`config.mk`:
```
export PLATFORM = sky130hd
export DESIGN_NAME = timed_departure_table
export DESIGN_NICKNAME = d
export VERILOG_FILES = /design/src/hdl/tdt_pkg.sv /design/src/hdl/timed_departure_table.sv /design/src/hdl/tdt_ram.sv /design/src/hdl/tdt_ctrl.sv /design/src/hdl/tdt_dp.sv
export SDC_FILE = /design/constraint.sdc
export NUM_CORES = 1
export LEC_CHECK = 0
export BUFFER_PORTS_ARGS = -buffer_cell sky130_fd_sc_hd__buf_2
export CORE_UTILIZATION = 40
export DETAILED_ROUTE_END_ITERATION = 8
export HOLD_SLACK_MARGIN = 0.06
export PLACE_DENSITY_LB_ADDON = 0.1
export SLEW_MARGIN = 20
export SYNTH_ARGS = -nofsm -noshare
export SYNTH_HDL_FRONTEND = slang
export SYNTH_SLANG_ARGS = --single-unit
```
`constraint.sdc`:
```
create_clock -name clk -period 12.3 [get_ports clk]
set_input_delay 1.23 -clock clk [delete_from_list [all_inputs] [get_ports clk]]
set_output_delay 1.23 -clock clk [all_outputs]
set_load 0.02 [all_outputs]
```
`src/hdl/tdt_pkg.sv`:
```
// Shared types and constants for the timed departure table.
// Used by the top level, controller and datapath of the block; depends on nothing else.
`timescale 1ns / 1ps

package tdt_pkg;

    localparam int SECS_PER_MIN  = 60;
    localparam int MINS_PER_HOUR = 60;
    localparam int HOURS_PER_DAY = 24;

    localparam logic REG_START_HOUR   = 1'b0;
    localparam logic REG_START_MINUTE = 1'b1;

    typedef enum logic [1:0] {
        EV_NONE     = 2'd0,
        EV_DEPARTED = 2'd1,
        EV_ADDED    = 2'd2,
        EV_FULL     = 2'd3
    } event_t;

    typedef enum logic [0:0] {
        KIND_TICK = 1'b0,
        KIND_ADD  = 1'b1
    } kind_t;

    typedef struct packed {
        logic [4:0]  due_hour;
        logic [5:0]  due_minute;
        logic [15:0] passengers;
        logic [15:0] dest_tag;
        logic [15:0] airline_tag;
    } entry_t;

    typedef struct packed {
        kind_t       kind;
        logic [4:0]  due_hour;
        logic [5:0]  due_minute;
        logic [15:0] passengers;
        logic [15:0] dest_tag;
        logic [15:0] airline_tag;
    } item_t;

    typedef struct packed {
        event_t      event_res;
        logic [4:0]  position;
        logic [4:0]  out_hour;
        logic [5:0]  out_minute;
        logic [15:0] out_passengers;
        logic [15:0] out_dest;
        logic [15:0] out_airline;
        logic [4:0]  clock_hour;
        logic [5:0]  clock_minute;
        logic [5:0]  clock_second;
        logic [4:0]  occupancy;
    } result_t;

    typedef enum logic [2:0] {
        ST_IDLE,
        ST_ADD,
        ST_ROLL,
        ST_SCAN,
        ST_SHIFT,
        ST_FINISH
    } state_t;

    typedef struct packed {
        logic latch;
        logic add;
        logic roll;
        logic scan;
        logic shift;
        logic finish;
    } cmd_t;

    typedef struct packed {
        logic hit;
        logic drained;
    } stat_t;

    typedef struct packed {
        logic       hour_we;
        logic       minute_we;
        logic [4:0] hour;
        logic [5:0] minute;
    } cfg_t;

endpackage

```
`src/hdl/timed_departure_table.sv`:
```
// Top level of the timed departure table: handshake, configuration port and block wiring.
// Depends on tdt_pkg, tdt_ctrl and tdt_dp (which holds the tdt_ram entry store).
`timescale 1ns / 1ps

// An item beat is taken when start is high and busy is low; busy stays high until the
// result is produced. Each item gives exactly one result beat, shown for one cycle with
// done high, and the receiver cannot stall it. An add item's result is registered in the
// add state. A tick item ends once the search for a due entry and the closing of the gap,
// which walk the entry store one entry per cycle through its single read port, are done.
// The entry store holds no reset values and needs no clearing pass. Configuration writes
// to start_hour or start_minute load the running clock at once and are to be made by the
// user while the block is idle; the block itself does not enforce this.

module timed_departure_table #(
    parameter int DEPTH = 16
) (
    input  logic             clk,
    input  logic             rst_n,
    input  logic             start,
    output logic             busy,
    input  tdt_pkg::item_t   item,
    output logic             done,
    output tdt_pkg::result_t result,
    input  logic             psel,
    input  logic             penable,
    input  logic             pwrite,
    input  logic [2:0]       paddr,
    input  logic [31:0]      pwdata,
    output logic [31:0]      prdata,
    output logic             pready
);

    import tdt_pkg::*;

    logic [4:0] start_hour_reg;
    logic [5:0] start_minute_reg;
    logic       cfg_write;
    cfg_t       cfg;
    cmd_t       cmd;
    stat_t      stat;

    assign pready    = 1'b1;
    assign cfg_write = psel && penable && pwrite;

    assign cfg.hour_we   = cfg_write && (paddr[2] == REG_START_HOUR);
    assign cfg.minute_we = cfg_write && (paddr[2] == REG_START_MINUTE);
    assign cfg.hour      = pwdata[4:0];
    assign cfg.minute    = pwdata[5:0];

    always_ff @(posedge clk or negedge rst_n)
    begin
        if (!rst_n)
        begin
            start_hour_reg   <= '0;
            start_minute_reg <= '0;
        end
        else
        begin
            if (cfg.hour_we)
            begin
                start_hour_reg <= cfg.hour;
            end
            if (cfg.minute_we)
            begin
                start_minute_reg <= cfg.minute;
            end
        end
    end

    assign prdata = (paddr[2] == REG_START_HOUR) ? {27'd0, start_hour_reg}
                                                 : {26'd0, start_minute_reg};

    tdt_ctrl u_ctrl (
        .clk   (clk),
        .rst_n (rst_n),
        .start (start),
        .kind  (item.kind),
        .stat  (stat),
        .cmd   (cmd),
        .busy  (busy),
        .done  (done)
    );

    tdt_dp #(
        .DEPTH(DEPTH)
    ) u_dp (
        .clk    (clk),
        .rst_n  (rst_n),
        .cmd    (cmd),
        .item   (item),
        .cfg    (cfg),
        .stat   (stat),
        .result (result)
    );

endmodule

```
`src/hdl/tdt_ram.sv`:
```
// Generic single-write, single-read RAM with a registered read port.
// Stands alone; used for the entry store of the departure table.
`timescale 1ns / 1ps

module tdt_ram #(
    parameter int WIDTH = 59,
    parameter int DEPTH = 16
) (
    input  logic                     clk,
    input  logic                     we,
    input  logic [$clog2(DEPTH)-1:0] waddr,
    input  logic [WIDTH-1:0]         wdata,
    input  logic                     re,
    input  logic [$clog2(DEPTH)-1:0] raddr,
    output logic [WIDTH-1:0]         rdata
);

    logic [WIDTH-1:0] mem_reg [DEPTH];
    logic [WIDTH-1:0] rdata_reg;

    always_ff @(posedge clk)
    begin
        if (we)
        begin
            mem_reg[waddr] <= wdata;
        end
        if (re)
        begin
            rdata_reg <= mem_reg[raddr];
        end
    end

    assign rdata = rdata_reg;

endmodule

```
`src/hdl/tdt_ctrl.sv`:
```
// Controller state machine of the departure table: sequences add, rollover, scan, shift and finish.
// Depends on tdt_pkg; drives commands to tdt_dp and reads its status.
`timescale 1ns / 1ps

module tdt_ctrl (
    input  logic          clk,
    input  logic          rst_n,
    input  logic          start,
    input  tdt_pkg::kind_t kind,
    input  tdt_pkg::stat_t stat,
    output tdt_pkg::cmd_t  cmd,
    output logic          busy,
    output logic          done
);

    import tdt_pkg::*;

    state_t state_reg;
    state_t state_next;
    logic   done_reg;
    logic   done_next;

    always_ff @(posedge clk or negedge rst_n)
    begin
        if (!rst_n)
        begin
            state_reg <= ST_IDLE;
            done_reg  <= 1'b0;
        end
        else
        begin
            state_reg <= state_next;
            done_reg  <= done_next;
        end
    end

    always_comb
    begin
        state_next = state_reg;
        cmd        = '0;
        case (state_reg)
            ST_IDLE:
            begin
                if (start)
                begin
                    cmd.latch  = 1'b1;
                    state_next = (kind == KIND_ADD) ? ST_ADD : ST_ROLL;
                end
            end
            ST_ADD:
            begin
                cmd.add    = 1'b1;
                state_next = ST_IDLE;
            end
            ST_ROLL:
            begin
                cmd.roll   = 1'b1;
                state_next = ST_SCAN;
            end
            ST_SCAN:
            begin
                cmd.scan = 1'b1;
                if (stat.hit)
                begin
                    state_next = ST_SHIFT;
                end
                else if (stat.drained)
                begin
                    state_next = ST_FINISH;
                end
            end
            ST_SHIFT:
            begin
                cmd.shift = 1'b1;
                if (stat.drained)
                begin
                    state_next = ST_FINISH;
                end
            end
            ST_FINISH:
            begin
                cmd.finish = 1'b1;
                state_next = ST_IDLE;
            end
            default:
            begin
                state_next = ST_IDLE;
            end
        endcase
        done_next = cmd.add | cmd.finish;
    end

    assign busy = (state_reg != ST_IDLE);
    assign done = done_reg;

endmodule

```
`src/hdl/tdt_dp.sv`:
```
// Datapath of the departure table: clock, entry count, scan and compaction pointers, result.
// Depends on tdt_pkg and tdt_ram; driven by commands from tdt_ctrl.
`timescale 1ns / 1ps

module tdt_dp #(
    parameter int DEPTH = 16
) (
    input  logic            clk,
    input  logic            rst_n,
    input  tdt_pkg::cmd_t   cmd,
    input  tdt_pkg::item_t  item,
    input  tdt_pkg::cfg_t   cfg,
    output tdt_pkg::stat_t  stat,
    output tdt_pkg::result_t result
);

    import tdt_pkg::*;

    localparam int AW = $clog2(DEPTH);
    localparam int CW = $clog2(DEPTH + 1);

    item_t         item_reg;
    entry_t        dep_reg,    dep_next;
    result_t       res_reg,    res_next;
    logic [CW-1:0] count_reg,  count_next;
    logic [CW-1:0] idx_reg,    idx_next;
    logic [CW-1:0] dst_reg,    dst_next;
    logic [CW-1:0] pos_reg,    pos_next;
    logic          pend_reg,   pend_next;
    logic          found_reg,  found_next;
    logic [4:0]    hour_reg,   hour_next;
    logic [5:0]    minute_reg, minute_next;
    logic [5:0]    second_reg, second_next;

    logic          ram_we;
    logic [AW-1:0] ram_waddr;
    entry_t        ram_wdata;
    logic          ram_re;
    entry_t        ram_rdata;

    logic [6:0]    minute_inc;
    logic [5:0]    hour_inc;
    logic [5:0]    second_inc;
    logic          more;
    logic          not_full;
    logic          match;
    logic [CW-1:0] count_dec;
    logic [CW-1:0] count_inc;
    logic [31:0]   pos_wide;
    logic [31:0]   count_inc_wide;
    logic [31:0]   count_wide;
    logic [31:0]   count_dec_wide;

    tdt_ram #(
        .WIDTH($bits(entry_t)),
        .DEPTH(DEPTH)
    ) u_store (
        .clk   (clk),
        .we    (ram_we),
        .waddr (ram_waddr),
        .wdata (ram_wdata),
        .re    (ram_re),
        .raddr (idx_reg[AW-1:0]),
        .rdata (ram_rdata)
    );

    assign minute_inc     = {1'b0, minute_reg} + 7'd1;
    assign hour_inc       = {1'b0, hour_reg} + 6'd1;
    assign second_inc     = second_reg + 6'd1;
    assign more           = (idx_reg < count_reg);
    assign not_full       = (count_reg < CW'(DEPTH));
    assign match          = pend_reg && (ram_rdata.due_hour == hour_reg)
                            && (ram_rdata.due_minute == minute_reg);
    assign count_dec      = count_reg - CW'(1);
    assign count_inc      = count_reg + CW'(1);
    assign pos_wide       = 32'(pos_reg);
    assign count_inc_wide = 32'(count_inc);
    assign count_wide     = 32'(count_reg);
    assign count_dec_wide = 32'(count_dec);

    assign stat.hit     = cmd.scan && match;
    assign stat.drained = !pend_reg && !more;

    always_comb
    begin
        count_next  = count_reg;
        idx_next    = idx_reg;
        dst_next    = dst_reg;
        pos_next    = pos_reg;
        pend_next   = pend_reg;
        found_next  = found_reg;
        hour_next   = hour_reg;
        minute_next = minute_reg;
        second_next = second_reg;
        dep_next    = dep_reg;
        res_next    = res_reg;
        ram_we      = 1'b0;
        ram_waddr   = count_reg[AW-1:0];
        ram_wdata   = {item_reg.due_hour, item_reg.due_minute, item_reg.passengers,
                       item_reg.dest_tag, item_reg.airline_tag};
        ram_re      = 1'b0;

        if (cfg.hour_we)
        begin
            hour_next = cfg.hour;
        end
        if (cfg.minute_we)
        begin
            minute_next = cfg.minute;
        end

        if (cmd.add)
        begin
            res_next                = '0;
            res_next.clock_hour     = hour_reg;
            res_next.clock_minute   = minute_reg;
            res_next.clock_second   = second_reg;
            if (not_full)
            begin
                ram_we             = 1'b1;
                count_next         = count_inc;
                res_next.event_res = EV_ADDED;
                res_next.position  = count_inc_wide[4:0];
                res_next.occupancy = count_inc_wide[4:0];
            end
            else
            begin
                res_next.event_res = EV_FULL;
                res_next.occupancy = count_wide[4:0];
            end
        end

        if (cmd.roll)
        begin
            idx_next   = '0;
            pend_next  = 1'b0;
            found_next = 1'b0;
            if (second_reg >= 6'(SECS_PER_MIN))
            begin
                second_next = '0;
                if (minute_inc >= 7'(MINS_PER_HOUR))
                begin
                    minute_next = '0;
                    hour_next   = (hour_inc >= 6'(HOURS_PER_DAY)) ? 5'd0 : hour_inc[4:0];
                end
                else
                begin
                    minute_next = minute_inc[5:0];
                end
            end
        end

        if (cmd.scan)
        begin
            if (match)
            begin
                found_next = 1'b1;
                dep_next   = ram_rdata;
                pos_next   = idx_reg;
                dst_next   = idx_reg - CW'(1);
                pend_next  = 1'b0;
            end
            else
            begin
                ram_re    = more;
                pend_next = more;
                if (more)
                begin
                    idx_next = idx_reg + CW'(1);
                end
            end
        end

        if (cmd.shift)
        begin
            ram_re    = more;
            pend_next = more;
            if (more)
            begin
                idx_next = idx_reg + CW'(1);
            end
            if (pend_reg)
            begin
                ram_we    = 1'b1;
                ram_waddr = dst_reg[AW-1:0];
                ram_wdata = ram_rdata;
                dst_next  = dst_reg + CW'(1);
            end
        end

        if (cmd.finish)
        begin
            second_next           = second_inc;
            res_next              = '0;
            res_next.clock_hour   = hour_reg;
            res_next.clock_minute = minute_reg;
            res_next.clock_second = second_inc;
            res_next.occupancy    = count_wide[4:0];
            if (found_reg)
            begin
                count_next              = count_dec;
                res_next.event_res      = EV_DEPARTED;
                res_next.position       = pos_wide[4:0];
                res_next.out_hour       = dep_reg.due_hour;
                res_next.out_minute     = dep_reg.due_minute;
                res_next.out_passengers = dep_reg.passengers;
                res_next.out_dest       = dep_reg.dest_tag;
                res_next.out_airline    = dep_reg.airline_tag;
                res_next.occupancy      = count_dec_wide[4:0];
            end
        end
    end

    always_ff @(posedge clk or negedge rst_n)
    begin
        if (!rst_n)
        begin
            count_reg  <= '0;
            idx_reg    <= '0;
            dst_reg    <= '0;
            pos_reg    <= '0;
            pend_reg   <= 1'b0;
            found_reg  <= 1'b0;
            hour_reg   <= '0;
            minute_reg <= '0;
            second_reg <= '0;
        end
        else
        begin
            count_reg  <= count_next;
            idx_reg    <= idx_next;
            dst_reg    <= dst_next;
            pos_reg    <= pos_next;
            pend_reg   <= pend_next;
            found_reg  <= found_next;
            hour_reg   <= hour_next;
            minute_reg <= minute_next;
            second_reg <= second_next;
        end
    end

    always_ff @(posedge clk)
    begin
        if (cmd.latch)
        begin
            item_reg <= item;
        end
        dep_reg <= dep_next;
        res_reg <= res_next;
    end

    assign result = res_reg;

endmodule

```
-- Word level (Yosys, flattened, before mapping)
Memories as Yosys holds them, arrays and structs flattened. A register that Yosys moved wholly into a read port is not among the register bits.
Index checks and enable logic that the tools add are counted.
- bits in latches: 0
- bits of input ports: 101
- bits in writable memories: 944
- word-level logic and storage cells: 140
- ROM bits: 0
- memories: 1
- bits in registers: 260
- memory list (name ; depth ; width ; rd ports ; clocked after memory_dff ; write ports ; RTL line ; source):
    u_dp.u_store.mem_reg ; 16 ; 59 ; 1 ; 1 ; 1 ; tdt_ram.sv:18 ; logic [WIDTH-1:0] mem_reg [DEPTH];
- bitwise logic cells: 2
- shift-type cells: 0
- add/sub/neg operators: 8
- order comparisons: 5
- muxes and demuxes: 64
- reductions and logical operators: 18
- $mul: 0
- equal/unequal tests: 8
- div/mod/pow operators: 0
- operator list (cell ; count):
    two-way mux 88 bit ; 2
    two-way mux 59 bit ; 2
    two-way mux 5 bit ; 21
    two-way mux 65 bit ; 1
    two-way mux 6 bit ; 8
    two-way mux 1 bit ; 23
    adder 5 x 1 -> 5 bit (second input constant) ; 3
    case mux 3 bit (4 select lines) ; 1
    subtractor 5 x 1 -> 5 bit (second input constant) ; 2
    two-way mux 3 bit ; 3
    logical AND 1 bit ; 8
    two-way mux 4 bit ; 2
    adder 6 x 1 -> 7 bit (second input constant) ; 1
    >= comparator 7 x 6 -> 1 bit (second input constant) ; 1
    adder 5 x 1 -> 6 bit (second input constant) ; 1
    adder 6 x 1 -> 6 bit (second input constant) ; 1
    equality test 3 x 2 -> 1 bit (second input constant) ; 2
    equality test 3 bit (second input constant) ; 2
    equality test 6 bit ; 1
    >= comparator 6 x 5 -> 1 bit (second input constant) ; 1
    >= comparator 6 bit (second input constant) ; 1
    nonzero test 2 bit ; 3
    nonzero test 3 bit ; 2
    equality test 5 bit ; 1
    other kinds (10) ; 12

-- Logic depth before layout (Yosys ltp)
- depth after elaboration: 8
- mapped depth: 9

-- By module
A second synthesis with hierarchy kept.
- cells, all modules: 2297
- area total of the unflattened synthesis: 48201.2 um^2
- by module, submodules not included (module ; instances ; area each (um^2) ; cells an instance):
    tdt_ram ; 1 ; 37046.8 ; 1522
    tdt_dp ; 1 ; 10207.3 ; 687
    timed_departure_table ; 1 ; 728.2 ; 62
    tdt_ctrl ; 1 ; 219.0 ; 26

-- Worst setup path before layout
Ideal clock, no wire load.
- path kind: register to register
- start point: reg u_ctrl.state_reg[0]
- end point: reg u_dp.res_reg (netlist bit u_dp.result[5]) (data pin)
- clock period less this slack: 6095 ps
- buffers on the path: 3
- cell stages (with the launch flop): 9
- slack: 6205 ps
- arrival: 5967 ps
- cells stage by stage: dfrtp_1 buf_6 nor2b_1 nand2_2 inv_1 buf_2 buf_2 ha_1 inv_1
- RTL lines (item ; RTL line ; source):
    start, declared ; tdt_ctrl.sv:18 ; state_t state_reg;
    start signal, assigned ; tdt_ctrl.sv:32 ; state_reg <= state_next;
    end signal, assigned ; tdt_dp.sv:249 ; res_reg <= res_next;
    end, declared ; tdt_dp.sv:24 ; result_t res_reg, res_next;

-- Final worst setup path
- start point: reg u_ctrl.state_reg[1]
- end point: mem u_dp.u_store.mem_reg[15][38] (enable)
- word-level cells in the longest chain between the ends: 7
- RTL lines (item ; RTL line ; source):
    equality test 3 x 1 -> 1 bit ; tdt_ctrl.sv:41 ; case (state_reg)
    two-way mux 1 bit ; tdt_ctrl.sv:41 ;
    two-way mux 1 bit ; tdt_dp.sv:112 ; if (cmd.add)
    two-way mux 1 bit ; tdt_dp.sv:182 ; if (pend_reg)
    two-way mux 1 bit ; tdt_dp.sv:174 ; if (cmd.shift)
    two-way mux 1 bit ; tdt_ram.sv:23 ; if (we)
    two-way mux 1 bit (implied by the code) ; tdt_ram.sv:25 ; mem_reg[waddr] <= wdata;
    end, declared ; tdt_ram.sv:18 ;
Parallel ways exist; a longest one is shown, timed or not.

==> results list <==
* Max transition margin: 0.245
- Yosys cell types: 69
* Aggregate routed wire length: 115000 um
* Post-Syn Instances: 2495
- For the final routed database, the setup TNS stands at 0 ns.
* Number of hold-repair buffers added at the cts stage: 0
* Number of buffers inserted during clock tree synthesis: 137
- In this run the deepest clock path goes through 3 buffers.
* I/O pin total: around 220
- Gates resized, CTS repair: 0
- Die outline height: about 350 um
* Final number of max-transition violations: 0
- Entering global routing, the biggest net connects 117 pins.
* Number of DRC markers in iteration 0: about 1900
- Number of flip-flops under the largest register name: 944
- LEAKAGE: 18.5 nW
- Register bit total from synthesis: 1262
* Initial standard-cell utilization of the core: 0.405
- Area of placed instances: 0.0513 sq mm
* Power density cells: 213 mW/mm^2
* CTS clk-pin slew, worst paths: 0.06 ns
- Across the VDD grid, the largest voltage drop is 158 uV.
* H-tree depth reported by CTS: 4
- Portion of the clock cycle consumed by the worst path in the final layout: 0.341
* Residual antenna-violating net count after detailed routing: 0
- During synthesis, Yosys emitted a total of 0 warnings.
- From synthesis to final layout, the design area changed by 14.3%.
* Number of cell instances on the worst register-to-register path: 5
- Fraction of post-synthesis cell area in the top cell type by area: 0.746
- Core area: 0.120 sq mm
- For this run, the register share of the synthesized area comes to 0.773.
- The tool flagged a number of max-cap violations equal to 0.
- sky130_fd_sc_hd__edfxtp_1 takes more of the synthesized area than any other cell.
* Final-report hold violation count: 0
- The final route contains 23600 vias.
- The die covers 0.123 sq mm.
- CP Max Fanout: 38
- The worst setup path is of the reg2reg kind.
- Buffers placed on the I/O ports in this run total approximately 170.
- Number of clock sinks seen by CTS: 1262
- In this run the post-CTS setup repair buffer count came out at 0.
- Share of final-layout standard cells stronger than drive strength 1: 0.242
- Register-to-register setup slack: 8.10 ns
- First-pass GRT wire length: 169000 um
* Total number of placement rows: 127
* HPWL reported at the end of detailed placement: 58500 um
- In this run the worst hold path is classified as reg2reg.
- STA puts the critical path data arrival time at 4.54 ns.
- The total overflow left after global routing is 0.
- Post-route cell area: between 0.05 and 0.06 sq mm
- Fill cell instance count of the final layout: 10200
- Overall fraction of global-route tracks in use: 0.191
- The number of antenna violations at the first check in global routing was 2.
- Start of the worst register-to-register path: u_ctrl.state_reg[1]
- At the pin with the least slew margin, the transition time is between 1 and 1.5 ns.
- Count of flip-flops with a built-in enable after synthesis: 1209
* Share of flip-flops with an asynchronous set or reset: 0.0420
* Synthesized area per cell: 19.5 sq um
- Core utilization of the finished layout: 0.462
- Unrepaired setup endpoints after global routing: false
* Min-Delay Endpoint: u_dp.dep_reg[29]
- Vias in the first global route: about 25000
- For this run, the post-layout net count is 2820.
- In the layout the commonest cells are sky130_fd_sc_hd__edfxtp_1, sky130_fd_sc_hd__nand2_1, sky130_fd_sc_hd__mux4_2, sky130_fd_sc_hd__buf_2, sky130_fd_sc_hd__clkbuf_16.
- The worst hold path begins at u_dp.u_store.rdata[29].
* Maximum frequency from static timing analysis: 0.238 GHz
- Setup violations remaining at the end of the flow were counted as 0.
- Across the routed clock network, the largest skew measured is roughly 0.026 ns.
* First drt pass iteration count: 5
* Post-synthesis cell area: 0.0487 sq mm
* Result of the run: finished clean
* Weighted congestion reported at the end of routability-driven placement: 0.770
- Die width: approximately 350 um
- At the worst endpoint, the required time is 12.65 ns.
- In the synthesized netlist the dominant register cell turns out to be sky130_fd_sc_hd__edfxtp_1.
* Dominant cells by area after synthesis: sky130_fd_sc_hd__edfxtp_1, sky130_fd_sc_hd__mux4_2, sky130_fd_sc_hd__dfrtp_1
- After detailed routing, the average wire length per cell comes to around 26 um.
- Count of inserted antenna diode cells: 0
- Sort of element at the start of the critical path: flop
- For the worst-skew pair, the clock arrives at the later sink with an insertion delay of 0.74 ns.
- Leaving out fill and tap cells, the most frequent cell in the layout is sky130_fd_sc_hd__edfxtp_1.
* Post-layout minimum cycle time: roughly 4.2 ns
* Worst Hold Depth: 0
* Cell at the root of the clock tree: sky130_fd_sc_hd__clkbuf_16
- In the routed layout, each cell is associated on average with a via count of 5.33.
- For this run, design rule violations remaining after detail routing come to 0.
* Overall power after layout: 11.9 mW
* Reg-to-Reg End: u_dp.u_store.mem_reg[15][38]
- CP endpoint kind: flop
- Clock tree from TritonCTS: done
==> worst max-delay path: stages (launching register included) <==
cell and delay (ns):
sky130_fd_sc_hd__dfrtp_1 0.44, sky130_fd_sc_hd__nor2_1 0.37, sky130_fd_sc_hd__and3_4 0.66, sky130_fd_sc_hd__a31oi_1 0.47
sky130_fd_sc_hd__nor2_4 0.95, sky130_fd_sc_hd__buf_4 0.84
==> worst max-delay path by stage <==
stage,from,to,slack [ns],depth (start not counted)
6_report,u_ctrl.state_reg[1],u_dp.u_store.mem_reg[15][38],8.10,5
5_1_grt,u_ctrl.state_reg[1],u_dp.u_store.mem_reg[15][38],7.84,5
4_1_cts,u_ctrl.state_reg[0],u_dp.u_store.mem_reg[15][38],7.97,5
3_5_place_dp,u_dp.idx_reg[3],u_dp.u_store.rdata[18],7.97,7
3_3_place_gp,u_dp.idx_reg[3],u_dp.u_store.rdata[19],8.00,7
2_1_floorplan,u_ctrl.state_reg[0],u_dp.result[5],6.21,8
==> layout make-up <==
| class | instances | area (sq um) | share of cell area |
|---|---|---|---|
| clock buffers | 168 | 3610 | 0.0648 |
| clock inverters | 80 | 669 | 0.0120 |
| inverters | 18 | 71.3 | 0.00128 |
| multi-input cells | 1076 | 10400 | 0.187 |
| flip-flops and latches | 1262 | 37600 | 0.677 |
| well taps | 1612 | 2020 | 0.0363 |
| repair buffers | 209 | 1190 | 0.0213 |
==> layer usage <==
layer / global-route usage / share of wire / up-vias
met5: 0 / 0 / -
met4: 0.0494 / 0.017 / 0
met3: 0.0299 / 0.036 / 137
li1: - / - / 10300
met1: 0.256 / 0.44 / 12600
met2: 0.325 / 0.51 / 493
==> stage by stage <==
| stage | setup WS (ns) | hold slack (ns) | cells |
|---|---|---|---|
| after global placement | 8.00 | 0.438 | 4176 |
| final | 8.10 | 0.441 | 4425 |
| after CTS | 7.97 | 0.439 | 4424 |
| after global routing | 7.84 | 0.460 | 4425 |
| after floorplan | 6.21 | 0.426 | 2520 |
| after detailed placement | 7.97 | 0.435 | 4176 |
==> Yosys cell counts, drive strengths merged (2+ instances only) <==
cell type,instances
a211oi,61
xor2,9
a21o,4
a32oi,4
a21boi,4
dfrtp,53
o211ai,3
o21ai,21
and3,65
mux2i,65
o21a,2
inv,18
a311oi,2
mux2,8
or2,2
or3b,2
nor2,41
nand2b,4
o22ai,5
a21oi,70
nand4,7
buf,89
ha,15
conb,2
a22o,2
nand3,21
nor3,13
edfxtp,1209
mux4,236
nor4b,2
xnor2,21
and2,63
o31ai,4
a31oi,7
nand2,263
nor2b,4
a221o,3
clkbuf,75
==> cell families after synthesis <==
| logic type | count (synthesis) | synth area share |
|---|---|---|
| muxes | 309 | 0.124 |
| AOI/OAI and AO/OA | 202 | 0.0271 |
| adders and majority gates | 15 | 0.00386 |
| and+or+nand+nor | 493 | 0.0477 |
| other | 2 | 0.000154 |
| buffers and inverters | 182 | 0.0181 |
| xor gates and xnor gates | 30 | 0.00555 |
| DFF | 1262 | 0.773 |
==> where the power goes <==
group	internal, mW	total (mW)	switching [mW]	leakage (nW)
Clock	2.24	3.91	1.67	2.10
Combinational	1.09	2.48	1.39	4.78
Sequential	5.19	5.48	0.298	11.6
No activity file was read; power rests on OpenSTA's default activity.
